<file path="src/hdl/stepper_trapezoid_ramp_assert.svh">
// Assertion macros for the stepper ramp generator.
// Included by the ramp top level, which checks its own logic; needs nothing else.
`ifndef STEPPER_TRAPEZOID_RAMP_ASSERT_SVH
`define STEPPER_TRAPEZOID_RAMP_ASSERT_SVH
`ifndef ASSERT_OFF
// property checked on every edge outside reset
`define STPR_ASSERT(lbl, ck, rn, prop, msg) \
  lbl: assert property (@(posedge ck) disable iff (!rn) prop) else $error(msg);
// cause in one cycle, effect in the next
`define STPR_ASSERT_NEXT(lbl, ck, rn, pre, post, msg) \
  lbl: assert property (@(posedge ck) disable iff (!rn) pre |=> post) else $error(msg);
`else
`define STPR_ASSERT(lbl, ck, rn, prop, msg)
`define STPR_ASSERT_NEXT(lbl, ck, rn, pre, post, msg)
`endif
`endif

</file>
<file path="src/hdl/stpr_pkg.sv">
// Shared constants for the stepper ramp generator: unit sizes, config
// indexes and reset values, modes, result codes, ramp limits. No dependencies.
`timescale 1ns / 1ps
`default_nettype none
package stpr_pkg;

  // serial divider and root unit sizes
  localparam int DIV_DW = 64;
  localparam int DIV_VW = 34;
  localparam int SQ_W   = 48;

  // configuration register indexes
  localparam logic [1:0] CFG_MIN_NUM  = 2'd0;
  localparam logic [1:0] CFG_FD_SCALE = 2'd1;
  localparam logic [1:0] CFG_SQ_NUM   = 2'd2;
  localparam logic [1:0] CFG_RD_FACT  = 2'd3;

  // configuration reset values
  localparam logic [31:0] MIN_NUM_RST  = 32'd3141592;
  localparam logic [31:0] FD_SCALE_RST = 32'd1730560;
  localparam logic [31:0] SQ_NUM_RST   = 32'd628318530;
  localparam logic [15:0] RD_FACT_RST  = 16'd628;

  // ramp modes
  localparam logic [2:0] MODE_STOP   = 3'd0;
  localparam logic [2:0] MODE_ACCEL  = 3'd1;
  localparam logic [2:0] MODE_RUN    = 3'd2;
  localparam logic [2:0] MODE_DECEL  = 3'd3;
  localparam logic [2:0] MODE_FINISH = 3'd4;

  // start results
  localparam logic [1:0] RES_TICK  = 2'd0;
  localparam logic [1:0] RES_START = 2'd1;
  localparam logic [1:0] RES_SHORT = 2'd2;
  localparam logic [1:0] RES_ZERO  = 2'd3;

  // fixed ramp constants
  localparam int          STEPS_PER_REV = 12800;
  localparam logic [31:0] OVER_LIM      = 32'(STEPS_PER_REV + 200);
  localparam logic [15:0] CNT_WRAP      = 16'd50000;
  localparam logic [33:0] FD_DIV        = 34'd6553600;
  localparam logic [33:0] RD_DIV        = 34'd100;

endpackage
`default_nettype wire

</file>
<file path="src/hdl/stepper_trapezoid_ramp.sv">
// Trapezoidal stepper speed ramp generator, top level.
// Uses stpr_pkg, stpr_div, stpr_isqrt and the assertion macro header.
//
//  channel | dir | handshake            | payload
//  in_     | in  | in_tvalid/in_tready  | tdata: steps,accel,decel,speed,counter
//  out_    | out | out_tvalid/out_tready| tdata: timing,flags,position; tuser
//  cfg_    | in  | cfg_valid/cfg_ready  | cfg_index, cfg_data
//
// One item at a time. A run or idle tick goes straight to the result; an accel
// or decel tick adds a ramp count step, a decel tick with no update ends there,
// and the delay recurrence, when it runs, takes one pass of the 64-step serial
// divider. A start that computes a ramp takes six or seven divider passes, the
// seventh when the decel point comes from top speed, plus one pass of the root
// unit. Rejected starts go straight to the result.
// Reset is synchronous; all ramp state clears to stop. The result sits in an
// output register, so a stalled result holds the sequencer only at its end.
`timescale 1ns / 1ps
`default_nettype none
`include "stepper_trapezoid_ramp_assert.svh"
module stepper_trapezoid_ramp #(
  parameter int STEPS_PER_REV = stpr_pkg::STEPS_PER_REV
) (
  input  wire logic         clk,
  input  wire logic         rst_n,
  input  wire logic         in_tvalid,
  output logic              in_tready,
  // [16:0] move_steps, [32:17] accel, [48:33] decel, [64:49] speed,
  // [80:65] counter_value
  input  wire logic [87:0]  in_tdata,
  // [0] operation
  input  wire logic         in_tuser,
  output logic              out_tvalid,
  input  wire logic         out_tready,
  // [31:0] period, [62:32] compare_value, [65:63] ramp_state, [66] running,
  // [67] move_done, [68] overshoot, [100:69] position
  output logic [103:0]      out_tdata,
  // [1:0] start_result
  output logic [1:0]        out_tuser,
  input  wire logic         cfg_valid,
  output logic              cfg_ready,
  input  wire logic [1:0]   cfg_index,
  input  wire logic [31:0]  cfg_data
);
  localparam logic [4:0] S_IDLE = 5'd0,  S_DEC = 5'd1,  S_MIND = 5'd2,
                         S_Q1   = 5'd3,  S_SQ  = 5'd4,  S_MP   = 5'd5,
                         S_FD   = 5'd6,  S_M2  = 5'd7,  S_DF   = 5'd8,
                         S_M3   = 5'd9,  S_MX  = 5'd10, S_M4   = 5'd11,
                         S_AL   = 5'd12, S_M5  = 5'd13, S_DV   = 5'd14,
                         S_FIN  = 5'd15, S_TK2 = 5'd16, S_REC  = 5'd17,
                         S_OUT  = 5'd18;

  // overshoot limit: one revolution plus margin
  localparam logic [31:0] OVER_LIM = 32'(STEPS_PER_REV + 200);

  // configuration
  logic [31:0] min_num_r, fd_scale_r, sq_num_r;
  logic [15:0] rd_fact_r;

  // ramp state
  logic        ccw_r, running_r;
  logic [16:0] target_r;
  logic [31:0] min_delay_r, sd_r, doff_r, dss_r, rc_r, rem_r, last_r, ts_r, pos_r;
  logic [2:0]  mode_r;

  // sequencer and item
  logic [4:0]  state_r;
  logic        lch_r, op_r;
  logic [16:0] raw_r, mag_r;
  logic [15:0] accel_r, decel_r, speed_r, cnt_r;
  logic [31:0] period_r, q1_r, fd_r, divf_r, maxs_r, dv_r;
  logic [1:0]  res_r;
  logic        done_r, over_r;
  logic [33:0] nmag_r, dmag_r;
  logic        nneg_r, dneg_r;

  // output register
  logic         out_valid_r;
  logic [103:0] out_data_r;
  logic [1:0]   out_user_r;

  // shared multiplier
  logic [31:0] mul_a;
  logic [23:0] mul_b;
  logic [55:0] mul_p_r;

  // serial units
  logic        div_start, div_busy, div_done, div_wait;
  logic [63:0] div_dvd, div_quot;
  logic [33:0] div_dvs, div_rem;
  logic        sq_start, sq_busy, sq_done;
  logic [23:0] sq_root;

  // combinational helpers
  logic [16:0] mag_c;
  logic [15:0] m_c;
  logic [34:0] n_c, d_c, n_mag, d_mag, q_s, r_s;
  logic [31:0] nd_c, doff_c, acl_c;
  logic        mode_moving;

  function automatic logic [15:0] meas(input logic [15:0] c, input logic ccw,
                                       input logic [31:0] rc);
    logic [15:0] s;
    s = ccw ? stpr_pkg::CNT_WRAP - c : c;
    if (s > stpr_pkg::CNT_WRAP) s = rc[15:0];
    return s;
  endfunction

  assign in_tready = (state_r == S_IDLE);
  assign cfg_ready = 1'b1;

  // operand selection for multiplier, divider and root unit
  always_comb begin
    mul_a = 32'd0;
    mul_b = 24'd0;
    unique case (state_r)
      S_MP:    begin mul_a = fd_scale_r;        mul_b = sq_root;            end
      S_M2:    begin mul_a = {16'd0, rd_fact_r}; mul_b = {8'd0, accel_r};    end
      S_M3:    begin mul_a = {16'd0, speed_r};   mul_b = {8'd0, speed_r};    end
      S_M4:    begin mul_a = {16'd0, decel_r};   mul_b = {7'd0, mag_r};      end
      S_M5:    begin mul_a = maxs_r;             mul_b = {8'd0, accel_r};    end
      default: begin mul_a = 32'd0;              mul_b = 24'd0;              end
    endcase
    div_dvd = {8'd0, mul_p_r};
    div_dvs = 34'd1;
    unique case (state_r)
      S_MIND:  begin div_dvd = {32'd0, min_num_r}; div_dvs = {18'd0, speed_r}; end
      S_Q1:    begin div_dvd = {32'd0, sq_num_r};  div_dvs = {18'd0, accel_r}; end
      S_FD:    div_dvs = stpr_pkg::FD_DIV;
      S_DF:    div_dvs = stpr_pkg::RD_DIV;
      S_MX:    div_dvs = {2'd0, divf_r};
      S_AL:    div_dvs = {17'd0, 1'b0, accel_r} + {17'd0, 1'b0, decel_r};
      S_DV:    div_dvs = {18'd0, decel_r};
      S_REC:   begin div_dvd = {30'd0, nmag_r}; div_dvs = dmag_r; end
      default: begin div_dvd = {8'd0, mul_p_r}; div_dvs = 34'd1; end
    endcase
    div_wait  = (state_r == S_MIND || state_r == S_Q1 || state_r == S_FD ||
                 state_r == S_DF || state_r == S_MX || state_r == S_AL ||
                 state_r == S_DV || state_r == S_REC);
    div_start = lch_r && div_wait;
    sq_start  = lch_r && (state_r == S_SQ);
  end

  // magnitude, measured count, recurrence operands and result
  always_comb begin
    mag_c  = raw_r[16] ? 17'd0 - raw_r : raw_r;
    m_c    = meas(cnt_r, ccw_r, rc_r);
    n_c    = {2'b00, sd_r, 1'b0} + {{3{rem_r[31]}}, rem_r};
    d_c    = {rc_r[31], rc_r, 2'b01};
    n_mag  = n_c[34] ? -n_c : n_c;
    d_mag  = d_c[34] ? -d_c : d_c;
    q_s    = (nneg_r ^ dneg_r) ? -{1'b0, div_quot[33:0]} : {1'b0, div_quot[33:0]};
    r_s    = nneg_r ? -{1'b0, div_rem} : {1'b0, div_rem};
    nd_c   = sd_r - q_s[31:0];
    acl_c  = (div_quot[31:0] == 32'd0) ? 32'd1 : div_quot[31:0];
    doff_c = (dv_r == 32'd0) ? 32'hFFFF_FFFF : dv_r;
    mode_moving = (mode_r == stpr_pkg::MODE_ACCEL) || (mode_r == stpr_pkg::MODE_RUN) ||
                  (mode_r == stpr_pkg::MODE_DECEL);
  end

  always_ff @(posedge clk) begin
    mul_p_r <= mul_a * mul_b;
  end

  // configuration writes
  always_ff @(posedge clk) begin
    if (!rst_n) begin
      min_num_r  <= stpr_pkg::MIN_NUM_RST;
      fd_scale_r <= stpr_pkg::FD_SCALE_RST;
      sq_num_r   <= stpr_pkg::SQ_NUM_RST;
      rd_fact_r  <= stpr_pkg::RD_FACT_RST;
    end else if (cfg_valid && cfg_ready) begin
      unique case (cfg_index)
        stpr_pkg::CFG_MIN_NUM:  min_num_r  <= cfg_data;
        stpr_pkg::CFG_FD_SCALE: fd_scale_r <= cfg_data;
        stpr_pkg::CFG_SQ_NUM:   sq_num_r   <= cfg_data;
        stpr_pkg::CFG_RD_FACT:  rd_fact_r  <= cfg_data[15:0];
        default:                rd_fact_r  <= rd_fact_r;
      endcase
    end
  end

  // item latch (payload, no reset)
  always_ff @(posedge clk) begin
    if (in_tvalid && in_tready) begin
      op_r    <= in_tuser;
      raw_r   <= in_tdata[16:0];
      accel_r <= in_tdata[32:17];
      decel_r <= in_tdata[48:33];
      speed_r <= in_tdata[64:49];
      cnt_r   <= in_tdata[80:65];
    end
  end

  // sequencer and ramp state
  always_ff @(posedge clk) begin
    if (!rst_n) begin
      state_r <= S_IDLE;  lch_r <= 1'b0;
      ccw_r <= 1'b0;  running_r <= 1'b0;  target_r <= '0;
      min_delay_r <= '0;  sd_r <= '0;  doff_r <= '0;  dss_r <= '0;
      rc_r <= '0;  rem_r <= '0;  last_r <= '0;  ts_r <= '0;  pos_r <= '0;
      mode_r <= stpr_pkg::MODE_STOP;
      res_r <= stpr_pkg::RES_TICK;  done_r <= 1'b0;  over_r <= 1'b0;
      out_valid_r <= 1'b0;
    end else begin
      lch_r <= 1'b0;
      if (out_valid_r && out_tready) out_valid_r <= 1'b0;
      unique case (state_r)
        S_IDLE: if (in_tvalid && in_tready) state_r <= S_DEC;
        S_DEC: begin
          done_r <= 1'b0;
          over_r <= 1'b0;
          res_r  <= stpr_pkg::RES_TICK;
          period_r <= sd_r;
          if (!op_r) begin
            mag_r   <= mag_c;
            ccw_r   <= raw_r[16];
            state_r <= S_OUT;
            if (mag_c < 17'd3) begin
              res_r <= stpr_pkg::RES_SHORT;
            end else begin
              target_r <= mag_c;
              if (mag_c < 17'd4) begin
                res_r <= stpr_pkg::RES_SHORT;
              end else if (accel_r == 16'd0 || decel_r == 16'd0 || speed_r == 16'd0) begin
                res_r <= stpr_pkg::RES_ZERO;
              end else begin
                lch_r   <= 1'b1;
                state_r <= S_MIND;
              end
            end
          end else if (running_r && (mode_r == stpr_pkg::MODE_ACCEL ||
                                     mode_r == stpr_pkg::MODE_DECEL)) begin
            pos_r   <= ccw_r ? pos_r - 32'd1 : pos_r + 32'd1;
            ts_r    <= ts_r + 32'd1;
            rc_r    <= rc_r + 32'd1;
            state_r <= S_TK2;
          end else if (running_r && mode_r == stpr_pkg::MODE_RUN) begin
            pos_r <= ccw_r ? pos_r - 32'd1 : pos_r + 32'd1;
            ts_r  <= ts_r + 32'd1;
            if ({16'd0, m_c} >= dss_r) begin
              rc_r   <= doff_r;
              sd_r   <= last_r;
              mode_r <= stpr_pkg::MODE_DECEL;
            end else begin
              sd_r <= min_delay_r;
            end
            state_r <= S_OUT;
          end else begin
            state_r <= S_OUT;
          end
        end
        // start computation chain
        S_MIND: if (div_done) begin
          min_delay_r <= div_quot[31:0];
          lch_r <= 1'b1;  state_r <= S_Q1;
        end
        S_Q1: if (div_done) begin
          q1_r  <= div_quot[31:0];
          lch_r <= 1'b1;  state_r <= S_SQ;
        end
        S_SQ: if (sq_done) state_r <= S_MP;
        S_MP: begin lch_r <= 1'b1; state_r <= S_FD; end
        S_FD: if (div_done) begin
          fd_r <= (div_quot[63:32] != 32'd0) ? 32'hFFFF_FFFF : div_quot[31:0];
          state_r <= S_M2;
        end
        S_M2: begin lch_r <= 1'b1; state_r <= S_DF; end
        S_DF: if (div_done) begin
          divf_r  <= acl_c;
          state_r <= S_M3;
        end
        S_M3: begin lch_r <= 1'b1; state_r <= S_MX; end
        S_MX: if (div_done) begin
          maxs_r  <= acl_c;
          state_r <= S_M4;
        end
        S_M4: begin lch_r <= 1'b1; state_r <= S_AL; end
        S_AL: if (div_done) begin
          if (acl_c <= maxs_r) begin
            dv_r    <= acl_c - {15'd0, mag_r};
            state_r <= S_FIN;
          end else begin
            state_r <= S_M5;
          end
        end
        S_M5: begin lch_r <= 1'b1; state_r <= S_DV; end
        S_DV: if (div_done) begin
          dv_r    <= -div_quot[31:0];
          state_r <= S_FIN;
        end
        S_FIN: begin
          doff_r <= doff_c;
          dss_r  <= {15'd0, mag_r} + doff_c;
          if (fd_r <= min_delay_r) begin
            sd_r   <= min_delay_r;
            mode_r <= stpr_pkg::MODE_RUN;
          end else begin
            sd_r   <= fd_r;
            mode_r <= stpr_pkg::MODE_ACCEL;
          end
          rc_r      <= '0;
          running_r <= 1'b1;
          res_r     <= stpr_pkg::RES_START;
          state_r   <= S_OUT;
        end
        // tick, after the ramp count step
        S_TK2: begin
          nmag_r <= n_mag[33:0];
          dmag_r <= d_mag[33:0];
          nneg_r <= n_c[34];
          dneg_r <= d_c[34];
          if (mode_r == stpr_pkg::MODE_ACCEL) begin
            lch_r <= 1'b1;  state_r <= S_REC;
          end else if ({1'b0, m_c} > target_r) begin
            running_r <= 1'b0;
            done_r    <= 1'b1;
            if ({16'd0, m_c} > OVER_LIM) begin
              over_r <= 1'b1;
            end else begin
              ts_r   <= '0;
              rem_r  <= '0;
              mode_r <= stpr_pkg::MODE_FINISH;
            end
            state_r <= S_OUT;
          end else if (rc_r[31]) begin
            lch_r <= 1'b1;  state_r <= S_REC;
          end else begin
            state_r <= S_OUT;
          end
        end
        S_REC: if (div_done) begin
          rem_r <= r_s[31:0];
          sd_r  <= nd_c;
          if (mode_r == stpr_pkg::MODE_ACCEL) begin
            if ({16'd0, m_c} >= dss_r) begin
              rc_r   <= doff_r;
              mode_r <= stpr_pkg::MODE_DECEL;
            end else if (nd_c <= min_delay_r) begin
              last_r <= nd_c;
              sd_r   <= min_delay_r;
              rem_r  <= '0;
              mode_r <= stpr_pkg::MODE_RUN;
            end
          end
          state_r <= S_OUT;
        end
        S_OUT: if (!out_valid_r || out_tready) begin
          out_valid_r <= 1'b1;
          state_r     <= S_IDLE;
        end
        default: state_r <= S_IDLE;
      endcase
    end
  end

  // result payload
  always_ff @(posedge clk) begin
    if (state_r == S_OUT && (!out_valid_r || out_tready)) begin
      out_data_r <= {3'd0, pos_r, over_r, done_r, running_r, mode_r,
                     op_r ? period_r[31:1] : sd_r[31:1],
                     op_r ? period_r : sd_r};
      out_user_r <= res_r;
    end
  end

  assign out_tvalid = out_valid_r;
  assign out_tdata  = out_data_r;
  assign out_tuser  = out_user_r;

  stpr_div #(.DW(stpr_pkg::DIV_DW), .VW(stpr_pkg::DIV_VW)) u_div (
    .clk(clk), .rst_n(rst_n), .start(div_start), .dividend(div_dvd),
    .divisor(div_dvs), .busy(div_busy), .done(div_done), .quot(div_quot),
    .rem(div_rem)
  );

  stpr_isqrt #(.W(stpr_pkg::SQ_W)) u_sqrt (
    .clk(clk), .rst_n(rst_n), .start(sq_start), .x({q1_r, 16'd0}),
    .busy(sq_busy), .done(sq_done), .root(sq_root)
  );

  // checks
  `STPR_ASSERT(a_run_mode, clk, rst_n, running_r |-> mode_moving, "running outside a moving mode")
  `STPR_ASSERT(a_acc_idle, clk, rst_n, in_tready |-> !div_busy && !sq_busy, "ready while busy")
  `STPR_ASSERT(a_done_wait, clk, rst_n, div_done |-> div_wait, "divider result with nobody waiting")
  `STPR_ASSERT_NEXT(a_div_go, clk, rst_n, div_start, div_busy, "divider did not start")
endmodule
`default_nettype wire

</file>
<file path="src/hdl/stpr_div.sv">
// Radix-2 restoring divider, one quotient bit per cycle, unsigned.
// Uses stpr_pkg for default sizes.
`timescale 1ns / 1ps
`default_nettype none
module stpr_div #(
  parameter int DW = stpr_pkg::DIV_DW,
  parameter int VW = stpr_pkg::DIV_VW
) (
  input  wire logic          clk,
  input  wire logic          rst_n,
  input  wire logic          start,
  input  wire logic [DW-1:0] dividend,
  input  wire logic [VW-1:0] divisor,
  output logic               busy,
  output logic               done,
  output logic [DW-1:0]      quot,
  output logic [VW-1:0]      rem
);
  localparam int CW = $clog2(DW);

  logic          busy_r, done_r;
  logic [CW-1:0] cnt_r;
  logic [DW-1:0] q_r;
  logic [VW-1:0] r_r, d_r, r_nxt;
  logic [VW:0]   trial, diff;
  logic          ge;

  // one shift-subtract step
  always_comb begin
    trial = {r_r, q_r[DW-1]};
    diff  = trial - {1'b0, d_r};
    ge    = trial >= {1'b0, d_r};
    r_nxt = ge ? diff[VW-1:0] : trial[VW-1:0];
  end

  // control
  always_ff @(posedge clk) begin
    if (!rst_n) begin
      busy_r <= 1'b0;
      done_r <= 1'b0;
      cnt_r  <= '0;
    end else begin
      done_r <= 1'b0;
      if (start) begin
        busy_r <= 1'b1;
        cnt_r  <= '0;
      end else if (busy_r) begin
        cnt_r <= cnt_r + 1'b1;
        if (cnt_r == CW'(DW - 1)) begin
          busy_r <= 1'b0;
          done_r <= 1'b1;
        end
      end
    end
  end

  // datapath
  always_ff @(posedge clk) begin
    if (start) begin
      q_r <= dividend;
      r_r <= '0;
      d_r <= divisor;
    end else if (busy_r) begin
      q_r <= {q_r[DW-2:0], ge};
      r_r <= r_nxt;
    end
  end

  assign busy = busy_r;
  assign done = done_r;
  assign quot = q_r;
  assign rem  = r_r;
endmodule
`default_nettype wire

</file>
<file path="src/hdl/stpr_isqrt.sv">
// Integer square root, one root bit (two radicand bits) per cycle.
// Uses stpr_pkg for the default radicand width.
`timescale 1ns / 1ps
`default_nettype none
module stpr_isqrt #(
  parameter int W = stpr_pkg::SQ_W
) (
  input  wire logic           clk,
  input  wire logic           rst_n,
  input  wire logic           start,
  input  wire logic [W-1:0]   x,
  output logic                busy,
  output logic                done,
  output logic [W/2-1:0]      root
);
  localparam int RT = W / 2;
  localparam int RW = RT + 3;
  localparam int CW = $clog2(RT);

  logic          busy_r, done_r;
  logic [CW-1:0] cnt_r;
  logic [W-1:0]  x_r;
  logic [RT-1:0] root_r;
  logic [RW-1:0] rem_r, rem_sh, trial, rem_nxt;
  logic          ge;

  // bring in the next radicand pair and try the next root bit
  always_comb begin
    rem_sh  = {rem_r[RW-3:0], x_r[W-1:W-2]};
    trial   = {{(RW-RT-2){1'b0}}, root_r, 2'b01};
    ge      = rem_sh >= trial;
    rem_nxt = ge ? rem_sh - trial : rem_sh;
  end

  // control
  always_ff @(posedge clk) begin
    if (!rst_n) begin
      busy_r <= 1'b0;
      done_r <= 1'b0;
      cnt_r  <= '0;
    end else begin
      done_r <= 1'b0;
      if (start) begin
        busy_r <= 1'b1;
        cnt_r  <= '0;
      end else if (busy_r) begin
        cnt_r <= cnt_r + 1'b1;
        if (cnt_r == CW'(RT - 1)) begin
          busy_r <= 1'b0;
          done_r <= 1'b1;
        end
      end
    end
  end

  // datapath
  always_ff @(posedge clk) begin
    if (start) begin
      x_r    <= x;
      rem_r  <= '0;
      root_r <= '0;
    end else if (busy_r) begin
      x_r    <= {x_r[W-3:0], 2'b00};
      rem_r  <= rem_nxt;
      root_r <= {root_r[RT-2:0], ge};
    end
  end

  assign busy = busy_r;
  assign done = done_r;
  assign root = root_r;
endmodule
`default_nettype wire
</file>
<file path="config.mk">
export PLATFORM = sky130hd
export DESIGN_NAME = stepper_trapezoid_ramp
export DESIGN_NICKNAME = d
export VERILOG_FILES = /design/src/hdl/stpr_pkg.sv /design/src/hdl/stepper_trapezoid_ramp.sv /design/src/hdl/stpr_div.sv /design/src/hdl/stpr_isqrt.sv
export VERILOG_INCLUDE_DIRS = /design/src /design/src/hdl
export SDC_FILE = /design/constraint.sdc
export NUM_CORES = 2
export LEC_CHECK = 0
export BUFFER_PORTS_ARGS = -buffer_cell sky130_fd_sc_hd__buf_2
export CAP_MARGIN = 20
export CORE_AREA = 5 5 581 439
export CTS_BUF_LIST = sky130_fd_sc_hd__clkbuf_8 sky130_fd_sc_hd__clkbuf_16
export DETAILED_ROUTE_END_ITERATION = 8
export DIE_AREA = 0 0 586 444
export HOLD_SLACK_MARGIN = 0.1
export PLACE_DENSITY = 0.58
export SYNTH_ARGS = -nofsm -noshare
export SYNTH_HDL_FRONTEND = slang
export SYNTH_HIERARCHICAL = 1
export SYNTH_SLANG_ARGS = --single-unit
</file>
<file path="constraint.sdc">
create_clock -name clk -period 11.3 [get_ports clk]
set_input_delay 3.39 -clock clk [delete_from_list [all_inputs] [get_ports clk]]
set_output_delay 3.39 -clock clk [all_outputs]
set_load 0.01 [all_outputs]
</file>
=== Word-level counts from Yosys, hierarchy flattened ===
Cells that the tools add are included.

* Register bits: 1149
* Input port bits: 128

* $add $sub $neg: 19
* Multipliers: 1
* Order comparisons: 11
* Eq/ne operators: 49
* Multiplexer cells: 122
* Bitwise logic cells: 7
* Reduce and logical (&&, ||, !) cells: 69

{| class="wikitable"
|+ Operator list
! cell !! count
|-
| $mux 32 || 33
|-
| $pmux 34 s8 || 1
|-
| $pmux 32 s3 || 2
|-
| $pmux 56 s3 || 1
|-
| $pmux 32 s5 || 1
|-
| $mux 64 || 2
|-
| $pmux 32 s2 || 2
|-
| $le 32x32->1 || 3
|-
| $mux 48 || 2
|-
| $neg 32->32 || 3
|-
| $pmux 24 s4 || 1
|-
| $pmux 5 s19 || 1
|-
| $mux 5 || 15
|-
| $mux 34 || 2
|-
| $neg 34->34 || 2
|-
| $add 32x1->32 const B || 2
|-
| $logic_not 32->1 || 2
|-
| $mul 32x24->56 || 1
|-
| $logic_not 16->1 || 3
|-
| $eq 5x4->1 const B || 8
|-
| $add 34x32->35 || 1
|-
| $ge 35x34->1 || 1
|-
| $sub 34x34->34 || 1
|-
| $mux 3 || 11
|-
| other kinds (60) || 177
|}

=== Longest topological paths before layout ===
* Word-level depth: 10
* Gate-level depth with buffers: 37
* Gate-level depth less buffers: 32

=== Cells and area by module ===
Netlist, hierarchy kept.

{| class="wikitable"
|+ Modules (own cells, without submodules)
! module !! instances !! cells each !! area each (µm²) !! sequential area each (µm²)
|-
| stepper_trapezoid_ramp || 1 || 8160 || 73271.5 || 22121.2
|-
| stpr_div || 1 || 704 || 7567.3 || 3783.6
|-
| stpr_isqrt || 1 || 555 || 5703.0 || 2562.5
|}

=== Worst setup path after synthesis ===
Ideal clock, no wire load.

* Path type: reg2reg
* Start point: register state_r[3]
* End point: register mul_p_r[53]
* Setup time: 0.120 ns
* Arrival time: 8.897 ns
* Required time: 11.180 ns
* Slack: 2.283 ns
* Stages on the path, launching flop included: 34
* Path buffers: 5
* Period minus slack after synthesis: 9.017 ns
* Cell sequence: dfxtp_1 > buf_1 > nor2_1 > nand2_1 > nor2_1 > clkbuf_1 > clkbuf_1 > a221oi_1 > clkbuf_1 > nor2_1 > fa_1 > inv_1 > fa_1 > inv_1 > fa_1 > fa_1 > fa_1 > fa_1 > inv_1 > fa_1 > inv_1 > ha_1 > clkbuf_1 > a21oi_1 > o21ai_0 > a311oi_1 > o21ai_0 > a41oi_1 > a21oi_1 > a211oi_1 > o31ai_1 > a311oi_1 > nor4bb_1 > a211o_1

* Word-level cells in the longest chain between the ends: 4
* Elaborated cells on any way between the ends: 9

{| class="wikitable"
|+ RTL lines
! what !! RTL line !! text
|-
| start: declaration || stepper_trapezoid_ramp.sv:66 || <nowiki>logic [4:0] state_r;</nowiki>
|-
| start signal: assignment || stepper_trapezoid_ramp.sv:197 || <nowiki>state_r <= S_IDLE; lch_r <= 1'b0;</nowiki>
|-
| start signal: assignment || stepper_trapezoid_ramp.sv:208 || <nowiki>S_IDLE: if (in_tvalid && in_tready) state_r <= S_DEC;</nowiki>
|-
| start signal: assignment || stepper_trapezoid_ramp.sv:217 || <nowiki>state_r <= S_OUT;</nowiki>
|-
| $eq 5x4->1 or $eq 5x3->1 (tied branches) || stepper_trapezoid_ramp.sv:115 || <nowiki>unique case (state_r)</nowiki>
|-
| $reduce_or 2->1 (no line) || -- ||
|-
| $pmux 24 s4 || stepper_trapezoid_ramp.sv:115 ||
|-
| $mul 32x24->56 * || stepper_trapezoid_ramp.sv:161 || <nowiki>mul_p_r <= mul_a * mul_b;</nowiki>
|-
| end signal: assignment || stepper_trapezoid_ramp.sv:161 ||
|-
| end: declaration || stepper_trapezoid_ramp.sv:84 || <nowiki>logic [55:0] mul_p_r;</nowiki>
|}

Every way passes the cells marked *; elsewhere a longest branch is shown, timed or not.
A chain may end at the register's enable or synchronous reset.

=== Final worst setup path ===
* Start point: register state_r[2]
* End point: register mul_p_r[52]

The elaborated chain is that of the path after synthesis.

==> summary.txt <==
DIE AREA - 0.260 mm2
TritonCTS clock tree - done
Post-Layout Cell Count - 12,954
final core occ - 38.8%
GRT Overall Usage - 25.3%
slowest CP cell - fa_1
CP Capture Type - register
most common cell after layout, fill and taps aside - nand2_1
Root Driver - clkbuf_16
final period utilization - 94.7%
DP Cell Count - 12,682
MaxCap Viol Count - 0
clk buf depth - 4
main flop type after synthesis - edfxtp_1
Routed WL - 340,000 um
GP Congestion - 1.04
Peak VDD IR - 110 uV
data required time of the critical path - 12.04 ns
Worst path max stage delay - 0.76 ns
adder-cell share of the synthesized area - 22.9%
Leak - 40.0 nW
final number of hold-violating endpoints - 0
Routed Antenna Nets - 0
crit path DAT - 11.44 ns
TritonRoute pass-1 iters - 8
Hold Worst Slack - 0.447 ns
# resized after CTS - 0
H-tree Lvls - 4
Synth Area in XOR/XNOR - 4.07%
outcome - complete, no violations
Synthesis Warnings - 6
clk_lat worst skew - 0.85 ns
Post-CTS Setup Repair Bufs - 0
Post-synth ARST share - 0%
initial antenna violation count - 57
P per Cell Area - 152 mW/mm2
Vias/cell - 5.68
power consumption - 14.7 mW
wire per inst - 26.3 um
multiplexer area fraction after synthesis - 3.07%
cts-stage hold buffer count - 0
Clock Sinks - 1,133
Slew headroom - 7.59%
port bufs - 225
initial core utilization - 34.7%
RSZ-0062 raised after global routing - no
Hold WC Path Type - reg -> reg
skew final - 0.0672 ns
core area - 0.249 mm2
Finished Cell Area - 0.0967 mm2
commonest cells after routing, fill and taps aside - nand2_1, inv_1, nor2_1
DP Area - 0.0920 mm2
Compound-Gate Fraction of Synth Area - 14.2%
Tightest Pin Transition - 1.39 ns
row cnt - 159
DR vias - 73,576
Mapped Area - 0.0865 mm2
Die H - 444 um
cell count after synthesis - 9,419
vias in the first global route - 70,422
CP most frequent cell - fa_1
fin nets - 10,841
Pins Over Slew Limit - 0
drt first-iter violations - 8,894
final setup violation count - 0
synthesized flop and latch total - 1,133
final setup TNS - 0 ns
total grt overflow - 0
Residual DRC - 0
mean post-synth cell area - 9.19 um2
Seq/Total Area, Yosys - 32.9%
min cycle time layout - 10.70 ns
Startpoint Class - register
Max Fclk - 0.0934 GHz
Simple-Gate Fraction of Synth Area - 15.6%
dpl hpwl - 261,000 um
Die W - 586 um
area grow syn2layout - 11.8%
io pins - 237
largest family of logic cells by synthesized area - adder cells
crit path max fanout - 25
fin worst setup slack - 0.599 ns
Setup WS pre-CTS - 0.900 ns
largest net degree at the start of global routing - 131
Synth cell types - 123
first-pass GRT wire length - 489,000 um
Post-synth EDFFs - 578
Worst Setup Path Type - reg -> reg
layout cells sized above 1 - 10.9%
clock-pin slew on the worst setup and hold paths - 0.07 ns
total CTS buffers - 141
## layer usage
layer / track usage (%) / routed length [um] / vias to the layer above
li1: - / - / 32366
met1: 36.2 / 145000 / 36245
met2: 34.2 / 133000 / 4204
met3: 9.17 / 45300 / 741
met4: 10.5 / 16600 / 20
met5: 0.130 / 159 / -
## where the power goes
group	switching (mW)	total, mW	leakage [nW]	internal (mW)
Combinational	2.98	4.66	28.0	1.68
Sequential	0.666	5.42	9.68	4.75
Clock	1.94	4.61	2.35	2.68
## registers in the layout, summed over array words and instances, names as in the netlist, 33 cells and up
name,cells
u_div/quot,64
u_div/rem,34
u_sqrt/x_r,48
u_div/d_r,34
dmag_r,33
mul_p_r,56
out_tdata,70
nmag_r,34
## final timing paths
check,slack (ns),cells after the start,from,endpoint
worst max-delay path,0.60,30,state_r[2],mul_p_r[52]
worst min-delay path,0.45,2,dss_r[24],dss_r[24]
worst max register to register,0.60,30,state_r[2],mul_p_r[52]
worst min register to register,0.45,2,dss_r[24],dss_r[24]
## Yosys cell counts, types with 19 or more instances
| library cell | count | area [um2] |
|---|---|---|
| fa_1 | 665 | 13300 |
| and3_1 | 44 | 275 |
| nand2b_1 | 51 | 319 |
| o21ai_1 | 27 | 135 |
| nand2_1 | 1326 | 4980 |
| o21bai_1 | 34 | 255 |
| mux2i_1 | 98 | 981 |
| clkbuf_1 | 454 | 1700 |
| or3_1 | 69 | 432 |
| or4_1 | 21 | 158 |
| o211ai_1 | 57 | 428 |
| a31oi_1 | 79 | 494 |
| buf_1 | 31 | 116 |
| xor2_1 | 196 | 1720 |
| nand3_1 | 190 | 951 |
| buf_4 | 36 | 270 |
| nor4_1 | 57 | 357 |
| o31ai_1 | 54 | 405 |
| a22o_1 | 33 | 289 |
| buf_2 | 30 | 150 |
| ha_1 | 522 | 6530 |
| o21a_1 | 68 | 510 |
| inv_1 | 1044 | 3920 |
| nor2_1 | 807 | 3030 |
| a211oi_1 | 53 | 398 |
| nand3b_1 | 19 | 143 |
| o22ai_1 | 29 | 181 |
| mux2_2 | 149 | 1680 |
| nor2b_1 | 53 | 332 |
| a221oi_1 | 77 | 674 |
| nand4_1 | 64 | 400 |
| and2_1 | 56 | 350 |
| xnor2_1 | 206 | 1800 |
| nor3_1 | 121 | 606 |
| a311oi_1 | 42 | 368 |
| o21ai_0 | 297 | 1490 |
| a221o_1 | 41 | 410 |
| a21o_1 | 135 | 1010 |
| or2_2 | 49 | 307 |
| dfxtp_1 | 555 | 11100 |
| a21oi_1 | 501 | 2510 |
| edfxtp_1 | 578 | 17400 |
| a22oi_1 | 57 | 428 |
| a222oi_1 | 46 | 460 |
## area by class of cell
type	instances	area, um2
clock inverter	94	858
multi-input combinational	6706	52200
fill	24765	152000
tap	3300	4130
antenna	23	57.6
sequential	1133	28500
inverter	1047	3940
clock buffer	154	3770
timing repair buffer	497	3280
## cell families (layout without fill, tap and decap cells)
logic type,after synthesis,count (layout)
other,2,52
AO/OA/AOI/OAI,1821,1821
AND/OR/NAND/NOR,3020,3020
XOR/XNOR,402,402
buffers and inverters,1607,1792
flip-flops,1133,1133
adder cells (fa/ha/maj),1187,1187
multiplexers,247,247
## worst max-delay path: cells and delay by family (launching register included)
kind,cells,cell delay [ns]
buf+inv,7,1.25
flops,1,0.61
fa+ha+maj,8,4.29
xor+xnor,1,0.17
compound gates,10,2.86
simple gates,4,1.38
No activity file was read; power rests on OpenSTA's default activity.
